--- src/design/deq_pkg.sv ---
// Shared types and constants for the deque-with-search core.
// No dependencies; used by deq_seq, the top level and the bench.
package deq_pkg;

    localparam int DEPTH_DEF       = 16;
    localparam int VALUE_WIDTH_DEF = 32;

    // fixed port field widths
    localparam int OP_W        = 3;
    localparam int DATA_W      = 32;
    localparam int COUNT_W     = 5;
    localparam int OUT_TDATA_W = 80;

    typedef enum logic [2:0] {
        OP_ADD_FRONT    = 3'd0,
        OP_ADD_BACK     = 3'd1,
        OP_REMOVE_FRONT = 3'd2,
        OP_REMOVE_BACK  = 3'd3,
        OP_CONTAINS     = 3'd4,
        OP_REMOVE_VALUE = 3'd5
    } op_t;

    typedef enum logic [1:0] {
        STAT_OK        = 2'd0,
        STAT_FULL      = 2'd1,
        STAT_EMPTY     = 2'd2,
        STAT_NOT_FOUND = 2'd3
    } status_t;

    typedef enum logic [3:0] {
        SEQ_IDLE,
        SEQ_DECODE,
        SEQ_WRITE,
        SEQ_HEAD,
        SEQ_SEARCH,
        SEQ_SHIFT,
        SEQ_REFRESH0,
        SEQ_REFRESH1,
        SEQ_REFRESH2,
        SEQ_FINISH
    } seq_state_t;

    typedef struct packed {
        status_t             status;
        logic                found;
        logic [DATA_W-1:0]   front_value;
        logic [DATA_W-1:0]   back_value;
        logic [COUNT_W-1:0]  entry_count;
        logic                is_empty;
    } result_t;

endpackage

--- src/design/deq_store.sv ---
// Entry store: one write port, one read port with registered read data.
// Depends on nothing but its parameters.
module deq_store #(
    parameter int DEPTH       = 16,
    parameter int VALUE_WIDTH = 32
) (
    input  logic                           aclk,
    input  logic                           wr_en,
    input  logic [$clog2(DEPTH)-1:0]       wr_addr,
    input  logic [VALUE_WIDTH-1:0]         wr_data,
    input  logic                           rd_en,
    input  logic [$clog2(DEPTH)-1:0]       rd_addr,
    output logic [VALUE_WIDTH-1:0]         rd_data
);

    logic [VALUE_WIDTH-1:0] mem_array [DEPTH];
    logic [VALUE_WIDTH-1:0] rd_data_reg;

    always_ff @(posedge aclk) begin
        if (wr_en) begin
            mem_array[wr_addr] <= wr_data;
        end
    end

    always_ff @(posedge aclk) begin
        if (rd_en) begin
            rd_data_reg <= mem_array[rd_addr];
        end
    end

    assign rd_data = rd_data_reg;

endmodule

--- src/design/deq_seq.sv ---
// Sequencer for the deque: one slot adder shared by the steps and one equality
// compare for the search. Depends on deq_pkg; drives the deq_store ports.
module deq_seq #(
    parameter int DEPTH       = deq_pkg::DEPTH_DEF,
    parameter int VALUE_WIDTH = deq_pkg::VALUE_WIDTH_DEF
) (
    input  logic                          aclk,
    input  logic                          aresetn,
    // command side
    input  logic                          in_valid,
    output logic                          in_ready,
    input  logic [deq_pkg::OP_W-1:0]      in_op,
    input  logic [deq_pkg::DATA_W-1:0]    in_value,
    // result side
    output logic                          res_valid,
    input  logic                          res_ready,
    output deq_pkg::result_t              res,
    // store ports
    output logic                          mem_we,
    output logic [$clog2(DEPTH)-1:0]      mem_waddr,
    output logic [VALUE_WIDTH-1:0]        mem_wdata,
    output logic                          mem_re,
    output logic [$clog2(DEPTH)-1:0]      mem_raddr,
    input  logic [VALUE_WIDTH-1:0]        mem_rdata
);

    localparam int IW = $clog2(DEPTH);
    localparam int CW = $clog2(DEPTH + 1);

    deq_pkg::seq_state_t state_reg, state_next;

    logic [deq_pkg::OP_W-1:0] op_reg, op_next;
    logic [VALUE_WIDTH-1:0]   key_reg, key_next;
    logic [IW-1:0]            head_reg, head_next;
    logic [CW-1:0]            count_reg, count_next;
    logic [CW-1:0]            off_reg, off_next;
    deq_pkg::status_t         status_reg, status_next;
    logic                     found_reg, found_next;
    logic [VALUE_WIDTH-1:0]   front_reg, front_next;
    logic [VALUE_WIDTH-1:0]   back_reg, back_next;
    logic                     rd_vld_reg, rd_vld_next;
    logic [CW-1:0]            rd_off_reg, rd_off_next;
    logic [IW-1:0]            rd_slot_reg, rd_slot_next;
    logic [IW-1:0]            wr_slot_reg, wr_slot_next;

    // shared slot adder: (head + offset) mod DEPTH, offset < DEPTH
    logic [IW:0]   slot_sum;
    logic [IW-1:0] slot;
    logic          match;
    logic          more;
    logic          accept;

    assign slot_sum = {1'b0, head_reg} + (IW+1)'(off_reg);
    assign slot     = (slot_sum >= (IW+1)'(DEPTH)) ? IW'(slot_sum - (IW+1)'(DEPTH))
                                                   : IW'(slot_sum);
    assign match    = rd_vld_reg && (mem_rdata == key_reg);
    assign more     = off_reg < count_reg;
    assign accept   = in_valid && (state_reg == deq_pkg::SEQ_IDLE);

    // next state
    always_comb begin
        state_next = state_reg;
        case (state_reg)
            deq_pkg::SEQ_IDLE: begin
                if (in_valid) state_next = deq_pkg::SEQ_DECODE;
            end
            deq_pkg::SEQ_DECODE: begin
                state_next = deq_pkg::SEQ_FINISH;
                case (op_reg) inside
                    deq_pkg::OP_ADD_FRONT, deq_pkg::OP_ADD_BACK: begin
                        if (count_reg != CW'(DEPTH)) state_next = deq_pkg::SEQ_WRITE;
                    end
                    deq_pkg::OP_REMOVE_FRONT: begin
                        if (count_reg != '0) state_next = deq_pkg::SEQ_HEAD;
                    end
                    deq_pkg::OP_REMOVE_BACK: begin
                        if (count_reg != '0) state_next = deq_pkg::SEQ_REFRESH0;
                    end
                    deq_pkg::OP_CONTAINS, deq_pkg::OP_REMOVE_VALUE: begin
                        if (count_reg != '0) state_next = deq_pkg::SEQ_SEARCH;
                    end
                    default: state_next = deq_pkg::SEQ_FINISH;
                endcase
            end
            deq_pkg::SEQ_WRITE:    state_next = deq_pkg::SEQ_REFRESH0;
            deq_pkg::SEQ_HEAD:     state_next = deq_pkg::SEQ_REFRESH0;
            deq_pkg::SEQ_SEARCH: begin
                if (match) begin
                    state_next = (op_reg == deq_pkg::OP_REMOVE_VALUE) ? deq_pkg::SEQ_SHIFT
                                                                      : deq_pkg::SEQ_FINISH;
                end else if (!more && !rd_vld_reg) begin
                    state_next = deq_pkg::SEQ_FINISH;
                end
            end
            deq_pkg::SEQ_SHIFT: begin
                if (!more && !rd_vld_reg) state_next = deq_pkg::SEQ_REFRESH0;
            end
            deq_pkg::SEQ_REFRESH0: begin
                state_next = (count_reg == '0) ? deq_pkg::SEQ_FINISH : deq_pkg::SEQ_REFRESH1;
            end
            deq_pkg::SEQ_REFRESH1: state_next = deq_pkg::SEQ_REFRESH2;
            deq_pkg::SEQ_REFRESH2: state_next = deq_pkg::SEQ_FINISH;
            deq_pkg::SEQ_FINISH: begin
                if (res_ready) state_next = deq_pkg::SEQ_IDLE;
            end
            default: state_next = deq_pkg::SEQ_IDLE;
        endcase
    end

    // datapath and store controls
    always_comb begin
        op_next      = op_reg;
        key_next     = key_reg;
        head_next    = head_reg;
        count_next   = count_reg;
        off_next     = off_reg;
        status_next  = status_reg;
        found_next   = found_reg;
        front_next   = front_reg;
        back_next    = back_reg;
        rd_vld_next  = 1'b0;
        rd_off_next  = rd_off_reg;
        rd_slot_next = rd_slot_reg;
        wr_slot_next = wr_slot_reg;
        mem_we       = 1'b0;
        mem_waddr    = slot;
        mem_wdata    = key_reg;
        mem_re       = 1'b0;
        mem_raddr    = slot;

        case (state_reg)
            deq_pkg::SEQ_IDLE: begin
                if (accept) begin
                    op_next     = in_op;
                    key_next    = VALUE_WIDTH'(in_value);
                    status_next = deq_pkg::STAT_OK;
                    found_next  = 1'b0;
                end
            end
            deq_pkg::SEQ_DECODE: begin
                case (op_reg) inside
                    deq_pkg::OP_ADD_FRONT, deq_pkg::OP_ADD_BACK: begin
                        if (count_reg == CW'(DEPTH)) begin
                            status_next = deq_pkg::STAT_FULL;
                        end else begin
                            off_next = (op_reg == deq_pkg::OP_ADD_FRONT) ? CW'(DEPTH - 1)
                                                                         : count_reg;
                        end
                    end
                    deq_pkg::OP_REMOVE_FRONT, deq_pkg::OP_REMOVE_BACK: begin
                        if (count_reg == '0) begin
                            status_next = deq_pkg::STAT_EMPTY;
                        end else if (op_reg == deq_pkg::OP_REMOVE_FRONT) begin
                            off_next = CW'(1);
                        end else begin
                            count_next = count_reg - CW'(1);
                            off_next   = '0;
                        end
                    end
                    deq_pkg::OP_CONTAINS, deq_pkg::OP_REMOVE_VALUE: begin
                        if (count_reg == '0) status_next = deq_pkg::STAT_EMPTY;
                        else                 off_next    = '0;
                    end
                    default: ;
                endcase
            end
            deq_pkg::SEQ_WRITE: begin
                mem_we = 1'b1;
                if (op_reg == deq_pkg::OP_ADD_FRONT) head_next = slot;
                count_next = count_reg + CW'(1);
                off_next   = '0;
            end
            deq_pkg::SEQ_HEAD: begin
                head_next  = slot;
                count_next = count_reg - CW'(1);
                off_next   = '0;
            end
            deq_pkg::SEQ_SEARCH: begin
                // one read issued per cycle while entries remain and no match is seen, compared in the next cycle
                if (more && !match) begin
                    mem_re       = 1'b1;
                    rd_vld_next  = 1'b1;
                    rd_off_next  = off_reg;
                    rd_slot_next = slot;
                    off_next     = off_reg + CW'(1);
                end
                if (match) begin
                    found_next   = 1'b1;
                    off_next     = rd_off_reg + CW'(1);
                    wr_slot_next = rd_slot_reg;
                end else if (!more && !rd_vld_reg) begin
                    status_next = deq_pkg::STAT_NOT_FOUND;
                end
            end
            deq_pkg::SEQ_SHIFT: begin
                // read entry i+1 while entry i-1's successor is written back
                if (more) begin
                    mem_re       = 1'b1;
                    rd_vld_next  = 1'b1;
                    rd_off_next  = off_reg;
                    rd_slot_next = slot;
                    off_next     = off_reg + CW'(1);
                end
                if (rd_vld_reg) begin
                    mem_we       = 1'b1;
                    mem_waddr    = wr_slot_reg;
                    mem_wdata    = mem_rdata;
                    wr_slot_next = rd_slot_reg;
                end
                if (!more && !rd_vld_reg) begin
                    count_next = count_reg - CW'(1);
                    off_next   = '0;
                end
            end
            deq_pkg::SEQ_REFRESH0: begin
                if (count_reg != '0) begin
                    mem_re   = 1'b1;
                    off_next = count_reg - CW'(1);
                end
            end
            deq_pkg::SEQ_REFRESH1: begin
                front_next = mem_rdata;
                mem_re     = 1'b1;
            end
            deq_pkg::SEQ_REFRESH2: begin
                back_next = mem_rdata;
            end
            default: ;
        endcase
    end

    always_ff @(posedge aclk) begin
        if (!aresetn) begin
            state_reg  <= deq_pkg::SEQ_IDLE;
            head_reg   <= '0;
            count_reg  <= '0;
            rd_vld_reg <= 1'b0;
        end else begin
            state_reg  <= state_next;
            head_reg   <= head_next;
            count_reg  <= count_next;
            rd_vld_reg <= rd_vld_next;
        end
    end

    always_ff @(posedge aclk) begin
        op_reg      <= op_next;
        key_reg     <= key_next;
        off_reg     <= off_next;
        status_reg  <= status_next;
        found_reg   <= found_next;
        front_reg   <= front_next;
        back_reg    <= back_next;
        rd_off_reg  <= rd_off_next;
        rd_slot_reg <= rd_slot_next;
        wr_slot_reg <= wr_slot_next;
    end

    assign in_ready  = (state_reg == deq_pkg::SEQ_IDLE);
    assign res_valid = (state_reg == deq_pkg::SEQ_FINISH);

    always_comb begin
        res.status      = status_reg;
        res.found       = found_reg;
        res.front_value = (count_reg == '0) ? '0 : deq_pkg::DATA_W'(front_reg);
        res.back_value  = (count_reg == '0) ? '0 : deq_pkg::DATA_W'(back_reg);
        res.entry_count = deq_pkg::COUNT_W'(count_reg);
        res.is_empty    = (count_reg == '0);
    end

endmodule

--- src/design/deque_with_search_and_remove_core.sv ---
// Top level of the bounded deque with value search and middle removal.
// Depends on deq_pkg, deq_store and deq_seq.
//
//  channel | dir | ports                      | word
//  --------+-----+----------------------------+-------------------------------------------
//  s_      | in  | s_tvalid s_tready s_tdata  | op in tuser[2:0], value in tdata[31:0]
//          |     | s_tuser                    |
//  m_      | out | m_tvalid m_tready m_tdata  | status, found, front, back, count, empty
//
// Rejections and unused codes go from decode straight to the result. Successful adds
// and removals pass through the front and back refresh before answering, contains
// never does; search and gap closing walk the queue one entry a
// cycle through the store's one read port. Reset clears head, count and control
// state, not the store. A stalled m_ side holds its word in the output register
// while the next s_ word is already being worked on.
module deque_with_search_and_remove_core #(
    parameter int DEPTH       = deq_pkg::DEPTH_DEF,
    parameter int VALUE_WIDTH = deq_pkg::VALUE_WIDTH_DEF
) (
    input  logic                                aclk,
    input  logic                                aresetn,
    input  logic                                s_tvalid,
    output logic                                s_tready,
    input  logic [deq_pkg::DATA_W-1:0]          s_tdata,  // [31:0] value
    input  logic [deq_pkg::OP_W-1:0]            s_tuser,  // [2:0] operation
    output logic                                m_tvalid,
    input  logic                                m_tready,
    // [1:0] status, [2] found, [34:3] front_value, [66:35] back_value,
    // [71:67] entry_count, [72] is_empty, [79:73] zero
    output logic [deq_pkg::OUT_TDATA_W-1:0]     m_tdata
);

    localparam int IW = $clog2(DEPTH);
    localparam int RES_W = $bits(deq_pkg::result_t);

    logic                  mem_we;
    logic [IW-1:0]         mem_waddr;
    logic [VALUE_WIDTH-1:0] mem_wdata;
    logic                  mem_re;
    logic [IW-1:0]         mem_raddr;
    logic [VALUE_WIDTH-1:0] mem_rdata;

    logic                  res_valid;
    logic                  res_ready;
    deq_pkg::result_t      res;

    logic                  m_tvalid_reg, m_tvalid_next;
    logic [deq_pkg::OUT_TDATA_W-1:0] m_tdata_reg, m_tdata_next;

    deq_store #(
        .DEPTH       (DEPTH),
        .VALUE_WIDTH (VALUE_WIDTH)
    ) u_store (
        .aclk    (aclk),
        .wr_en   (mem_we),
        .wr_addr (mem_waddr),
        .wr_data (mem_wdata),
        .rd_en   (mem_re),
        .rd_addr (mem_raddr),
        .rd_data (mem_rdata)
    );

    deq_seq #(
        .DEPTH       (DEPTH),
        .VALUE_WIDTH (VALUE_WIDTH)
    ) u_seq (
        .aclk      (aclk),
        .aresetn   (aresetn),
        .in_valid  (s_tvalid),
        .in_ready  (s_tready),
        .in_op     (s_tuser),
        .in_value  (s_tdata),
        .res_valid (res_valid),
        .res_ready (res_ready),
        .res       (res),
        .mem_we    (mem_we),
        .mem_waddr (mem_waddr),
        .mem_wdata (mem_wdata),
        .mem_re    (mem_re),
        .mem_raddr (mem_raddr),
        .mem_rdata (mem_rdata)
    );

    // output register frees the sequencer as soon as the result is parked
    assign res_ready = !m_tvalid_reg || m_tready;

    always_comb begin
        m_tvalid_next = m_tvalid_reg;
        m_tdata_next  = m_tdata_reg;
        if (m_tvalid_reg && m_tready) m_tvalid_next = 1'b0;
        if (res_valid && res_ready) begin
            m_tvalid_next = 1'b1;
            m_tdata_next  = '0;
            m_tdata_next[1:0]   = res.status;
            m_tdata_next[2]     = res.found;
            m_tdata_next[34:3]  = res.front_value;
            m_tdata_next[66:35] = res.back_value;
            m_tdata_next[71:67] = res.entry_count;
            m_tdata_next[72]    = res.is_empty;
        end
    end

    always_ff @(posedge aclk) begin
        if (!aresetn) begin
            m_tvalid_reg <= 1'b0;
        end else begin
            m_tvalid_reg <= m_tvalid_next;
        end
    end

    always_ff @(posedge aclk) begin
        m_tdata_reg <= m_tdata_next;
    end

    assign m_tvalid = m_tvalid_reg;
    assign m_tdata  = m_tdata_reg;

    // result layout fits inside the padded word
    if (RES_W > deq_pkg::OUT_TDATA_W) begin : g_bad_width
        $error("result wider than m_tdata");
    end

endmodule

--- config.mk ---
export PLATFORM = sky130hd
export DESIGN_NAME = deque_with_search_and_remove_core
export DESIGN_NICKNAME = d
export VERILOG_FILES = /design/src/design/deq_pkg.sv /design/src/design/deq_store.sv /design/src/design/deq_seq.sv /design/src/design/deque_with_search_and_remove_core.sv
export SDC_FILE = /design/constraint.sdc
export NUM_CORES = 1
export LEC_CHECK = 0
export ABC_AREA = 1
export BUFFER_PORTS_ARGS = -buffer_cell sky130_fd_sc_hd__buf_4
export CAP_MARGIN = 25
export CORE_MARGIN = 2
export CORE_UTILIZATION = 45
export DETAILED_ROUTE_END_ITERATION = 7
export HOLD_SLACK_MARGIN = 0.12
export REMOVE_ABC_BUFFERS = 1
export SETUP_SLACK_MARGIN = 0.05
export SLEW_MARGIN = 20
export SYNTH_ARGS = -nofsm -noshare
export SYNTH_HDL_FRONTEND = slang
export SYNTH_SLANG_ARGS = --single-unit
export TNS_END_PERCENT = 5
--- constraint.sdc ---
create_clock -name aclk -period 6.7 [get_ports aclk]
set_clock_uncertainty 0.05 [all_clocks]
set_input_delay 1.34 -clock aclk [delete_from_list [all_inputs] [get_ports aclk]]
set_output_delay 1.34 -clock aclk [all_outputs]
set_load 0.02 [all_outputs]
-- Word level (Yosys, flattened, before mapping)
Memory sizes are Yosys's and may differ from the RTL's. A register that Yosys moved wholly into a read port is not among the register bits.
Index checks and enable logic that the tools add are counted.
Widths: inputs -> output; s select.
- eq/ne operators: 41
- multiplexer cells: 75
- add/subtract/negate cells: 6
- reductions and logical operators: 35
- order comparisons: 2
- operators by type and width (kind ; number):
    $mux 5 ; 19
    $mux 4 ; 23
    $mux 32 ; 2
    $pmux 4 s9 ; 1
    $eq 32x32->1 ; 1
    $pmux 5 s5 ; 1
    $pmux 4 s2 ; 3
    $ne 2x1->1 const B ; 11
    $pmux 5 s4 ; 1
    $eq 4x3->1 const B ; 4
    $mux 2 ; 8
    $add 5x1->5 const B ; 3
    $reduce_and 6->1 ; 2
    $mux 1 ; 11
    $ne 2x2->1 const B ; 5
    $pmux 5 s2 ; 1
    $reduce_bool 5->1 ; 2
    $ne 3x1->1 const B ; 3
    $reduce_and 3->1 ; 3
    $eq 4x2->1 const B ; 2
    $eq 4x4->1 const B ; 2
    $ne 4x4->1 const B ; 2
    $reduce_and 8->1 ; 1
    $reduce_bool 2->1 ; 4
    other kinds (28) ; 44
- input port bits: 39
- register bits after elaboration: 208
- RAM bits: 512
- memories: 1
- word-level logic and storage cells: 177
- output and inout bits: 82
- memory list (name ; depth ; width ; rd ports ; clocked after Yosys merged registers in ; write ports ; line ; RTL):
    u_store.mem_array ; 16 ; 32 ; 1 ; 1 ; 1 ; deq_store.sv:16 ; logic [VALUE_WIDTH-1:0] mem_array [DEPTH];

-- Logic depth before layout (Yosys ltp)
- depth after elaboration: 7
- depth in mapped cells: 13
- mapped depth without buffers: 13

-- Modules after synthesis
From an unflattened synthesis, not the netlist that was laid out.
- cells, all modules: 2940
- area total of the unflattened synthesis: 32050.7 um^2
- by module, submodules not included (module ; cells an instance ; area an instance (um^2) ; times used ; seq. area each (um^2)):
    deq_store ; 2122 ; 23052.1 ; 1 ; 16335.7
    deq_seq ; 730 ; 6698.9 ; 1 ; 3883.7
    deque_with_search_and_remove_core ; 88 ; 2299.7 ; 1 ; 2212.1

-- Worst setup path before layout
No wires, ideal clock.
- kind: input to register
- start: in m_tready
- end: reg m_tdata_reg (netlist bit m_tdata[0]), enable pin
- setup time: 0.504 ns
- arrival: 4.446 ns
- buffers on the path: 0
- stages: 2
- required time: 6.146 ns
- setup slack: 1.700 ns
- cells stage by stage: nor2_1 nor2_1
- word-level cells in the longest chain between the ends: 2
- ends and longest elaborated chain (what ; line ; RTL):
    start, declared ; deque_with_search_and_remove_core.sv:27 ; input logic m_tready,
    $logic_or 1x1->1 ; deque_with_search_and_remove_core.sv:85 ; assign res_ready = !m_tvalid_reg || m_tready;
    $logic_and 1x1->1 ; deque_with_search_and_remove_core.sv:91 ; if (res_valid && res_ready) begin
    end signal, assigned ; deque_with_search_and_remove_core.sv:112 ; m_tdata_reg <= m_tdata_next;
    end, declared ; deque_with_search_and_remove_core.sv:48 ; logic [deq_pkg::OUT_TDATA_W-1:0] m_tdata_reg, m_tdata_next;
No other way between the ends.
A chain may end at the register's enable or synchronous reset.

-- Worst setup path in the final report
- start: reg u_seq.off_reg[0]
- end: mem u_store.mem_array[14][18], enable pin
- word-level cells in the longest chain between the ends: 5
- elaborated cells on any way between the ends: 6
- those cells by class: add/sub (2); order compare (1); mux (3)
- ends and longest elaborated chain (what ; line ; RTL):
    start, declared ; deq_seq.sv:36 ; logic [CW-1:0] off_reg, off_next;
    start signal, assigned ; deq_seq.sv:249 ; off_reg <= off_next;
    $add 4x5->5 * ; deq_seq.sv:53 ; assign slot_sum = {1'b0, head_reg} + (IW+1)'(off_reg);
    $sub 4x1->4 / $ge 5x5->1 (equally long branches) ; deq_seq.sv:54 ; assign slot = (slot_sum >= (IW+1)'(DEPTH)) ? IW'(slot_sum - (IW+1)'(DEPTH))
    $mux 4 * ; deq_seq.sv:54 ;
    named net mem_raddr[1] ; deque_with_search_and_remove_core.sv:40 ; logic [IW-1:0] mem_raddr;
    $mux 4 ; deq_seq.sv:204 ; if (rd_vld_reg) begin
    $mux 4 * ; deq_seq.sv:131 ; case (state_reg)
    end, declared ; deq_store.sv:16 ;
Mark *: on every way through the listed nets, which the timed path passes. The rest lies on a longest branch.

==> impl_metrics.yaml <==
outcome:
  outcome: "complete, no violations"
timing:
  fmax_mhz: 236
  slew_violations: 0
  fin_ws_ps: 2450
  rsz0062_at_grt: "no"
  finalHoldViolations: 0
  max_slew.worst_pin.slew_ps: 1020
  setup_viol: 0
  finalCritPeriodShare_pct: 63.4
  hold_ws_ps: 373
  relSlewSlack_pct: 31.7
  fin_crit_ps: 4250
critical_path:
  r2r_start: "u_seq.off_reg[0]"
  timing.rr.end: "u_store.mem_array[14][18]"
  ff2ff_path_depth: 7
  cp-start-kind: "flip-flop"
  crit_chain: "ha_4 > fa_4 > inv_2 > o21ai_0 > nand3_1 > nor2_4 > buf_4"
  critPathMaxFanout: 58
  critPathKind: "reg -> reg"
  crit_buf_inv: 2
  cp_slowest_cell: "fa_4"
  end_kind: "flip-flop"
  crit_required_ps: 6950
  worstPathArrival_ps: 4490
  rrSetupSlack_ps: 2450
  crit_family: "adder cells"
  slowest_delay_ps: 1240
synthesis:
  synth_ff_type: "edfxtp_1"
  syn-cell-area_sq_um: 29900
  yosysUniqueCellTypes: 44
  synth_edf_count: 737
  synth_area_leaders: "edfxtp_1, o21ai_0, nor2_1"
  ys_ff_latch: 752
  synth_common_cells: "edfxtp_1, nor2_1, o21ai_0"
  ys_warn_count: 0
  synth-async-reset-ratio_pct: 0
  yosysSeqAreaShare_pct: 75.0
  synth_top_area_share_pct: 74.0
  syn_area_per_cell_sq_um: 13.0
  syn-instance-count: 2294
  synthMostInstantiatedCell: "edfxtp_1"
  yosysTopAreaCell: "edfxtp_1"
final_layout:
  diodes: 0
  fin_cells: 3350
  syn2layout_area_growth_pct: 16.0
  final_nets: 2474
  largest_reg_flops: 512
  final_util_pct: 52.8
  drive_gt1_share_pct: 13.7
die:
  start_util_pct: 45.5
  die_x_um: 262
  rows: 94
  boundaryPins: 121
  core_region_area_sq_um: 65700
  die-area_sq_um: 68500
  fp.dieH_um: 262
cts:
  clk_latency_ps: 620
  htreeDepth: 3
  clockBufferDepth: 3
  cts_resized: 0
  cts_hold_buf: 0
  cts_tree: "yes"
  cts_setup_buffers: 0
  cts_buffers: 78
  cts-root-buf: "clkbuf_16"
  cts_sinks: 752
  path_clk_slew_ps: 60
route:
  drtIter0Drc: 1994
  drc: 0
  ant_nets: 0
  vias_per_cell: 5.59
  vias: 18700
  routed_wl_um: 73900
  wl_per_cell_um: 22.0
  first_pass_iters: 5
placed_design:
  place_inst: 3202
  gp_congestion: 0.841
  hpwl_um: 43200
  io_buffers: 113
  place_worst_setup_slack_ps: 2490
grt:
  antenna_found_initial: 2
  grt-ovfl-total: 0
  grt_max_degree: 202
  grt_pass1_vias: 18300
  grt_pass1_wl_um: 110000
  grt_use_total_pct: 21.6
hold_path:
  min-delay-start: "u_seq.rd_slot_reg[2]"
  whs_path_depth: 0
  holdCritPathClass: "reg -> reg"
  min_to: "u_seq.wr_slot_reg[2]"
run:
  maxCapViolCount: 0
pwr:
  vdd_drop_max_v: 0.000372
  p_per_area_nw_per_um2: 430
  finalPower_mw: 14.9
  cellLeakagePower_nw: 12.3
## report_power, final
group	leakage [nW]	internal [mW]	total (mW)	switching [mW]
clock network	1.25	2.58	4.35	1.77
registers	6.79	5.88	6.05	0.171
logic	4.24	1.27	4.53	3.26
## worst reg2reg max path: stages, from the launching register on
cell      delay (ps)
edfxtp_1         490
ha_4             220
fa_4            1240
inv_2             90
o21ai_0          350
nand3_1          400
nor2_4           680
buf_4            400
## per-stage QoR
stage	instance area, sq um	TNS [ps]
after global routing	34700	0
after global placement	31800	0
final	34700	0
after floorplan	29400	-1398810
after CTS	34700	0
after detailed placement	32100	0
## cell type report
class                      instances  area, sq um
sequential                       752        22400
fill                            5393        31000
clock inverter                    48          492
multi-input combinational       1255         6540
clock buffer                      96         2070
timing repair buffer             169         1450
tap                              864         1080
inverter                         166          631
## worst max-delay path by stage
stage / from / end / slack, ps / cells past startpoint
finish: u_seq.off_reg[0] / u_store.mem_array[14][18] / 2450 / 7
global route: u_seq.off_reg[0] / u_store.mem_array[14][2] / 2250 / 7
CTS: u_seq.off_reg[0] / u_store.mem_array[14][18] / 2490 / 7
detailed placement: u_seq.off_reg[0] / u_store.mem_array[14][26] / 2490 / 7
global placement: u_seq.off_reg[0] / u_store.mem_array[7][0] / 2470 / 6
floorplan: u_seq.off_reg[0] / u_store.mem_array[11][0] / -3140 / 5
## layer usage
metal / share of wire [%] / track usage, % / vias up / routed length (um)
li1: - / - / 8579 / -
met1: 41 / 28.6 / 9308 / 30500
met2: 49 / 35.2 / 715 / 35900
met3: 6.8 / 3.73 / 131 / 5060
met4: 3.3 / 9.17 / 2 / 2400
met5: 0.026 / 0 / - / 19
## layout by cell type (no fill, tap or decap), drive strengths merged, types with 2 or more instances in the layout
cell type	Yosys	final
edfxtp	737	737
o21ai	304	304
a21oi	20	20
inv	164	167
buf	45	167
bufinv	0	10
conb	1	7
xnor2	14	14
clkbuf	82	98
and2	2	2
clkinvlp	0	2
ha	12	12
o221ai	129	129
nor3	10	10
nand4	16	16
o211ai	4	4
nand3b	3	3
dfxtp	15	15
or2	7	7
nand3	95	95
nor2	327	327
xor2	7	7
clkinv	2	35
a211oi	2	2
nand2	290	290
## cell families (layout without fill, tap and decap cells)
group | count (synthesis) | count (layout) | share of synthesized area (%)
xor gates and xnor gates | 21 | 21 | 0.615
and+or+nand+nor | 752 | 752 | 10.4
DFF | 752 | 752 | 75.0
adders and majority gates | 13 | 13 | 0.569
buffers and inverters | 293 | 479 | 3.92
other | 1 | 7 | 0.0125
AOI/OAI and AO/OA | 462 | 462 | 9.48
Power figures use the tool's default switching activity.
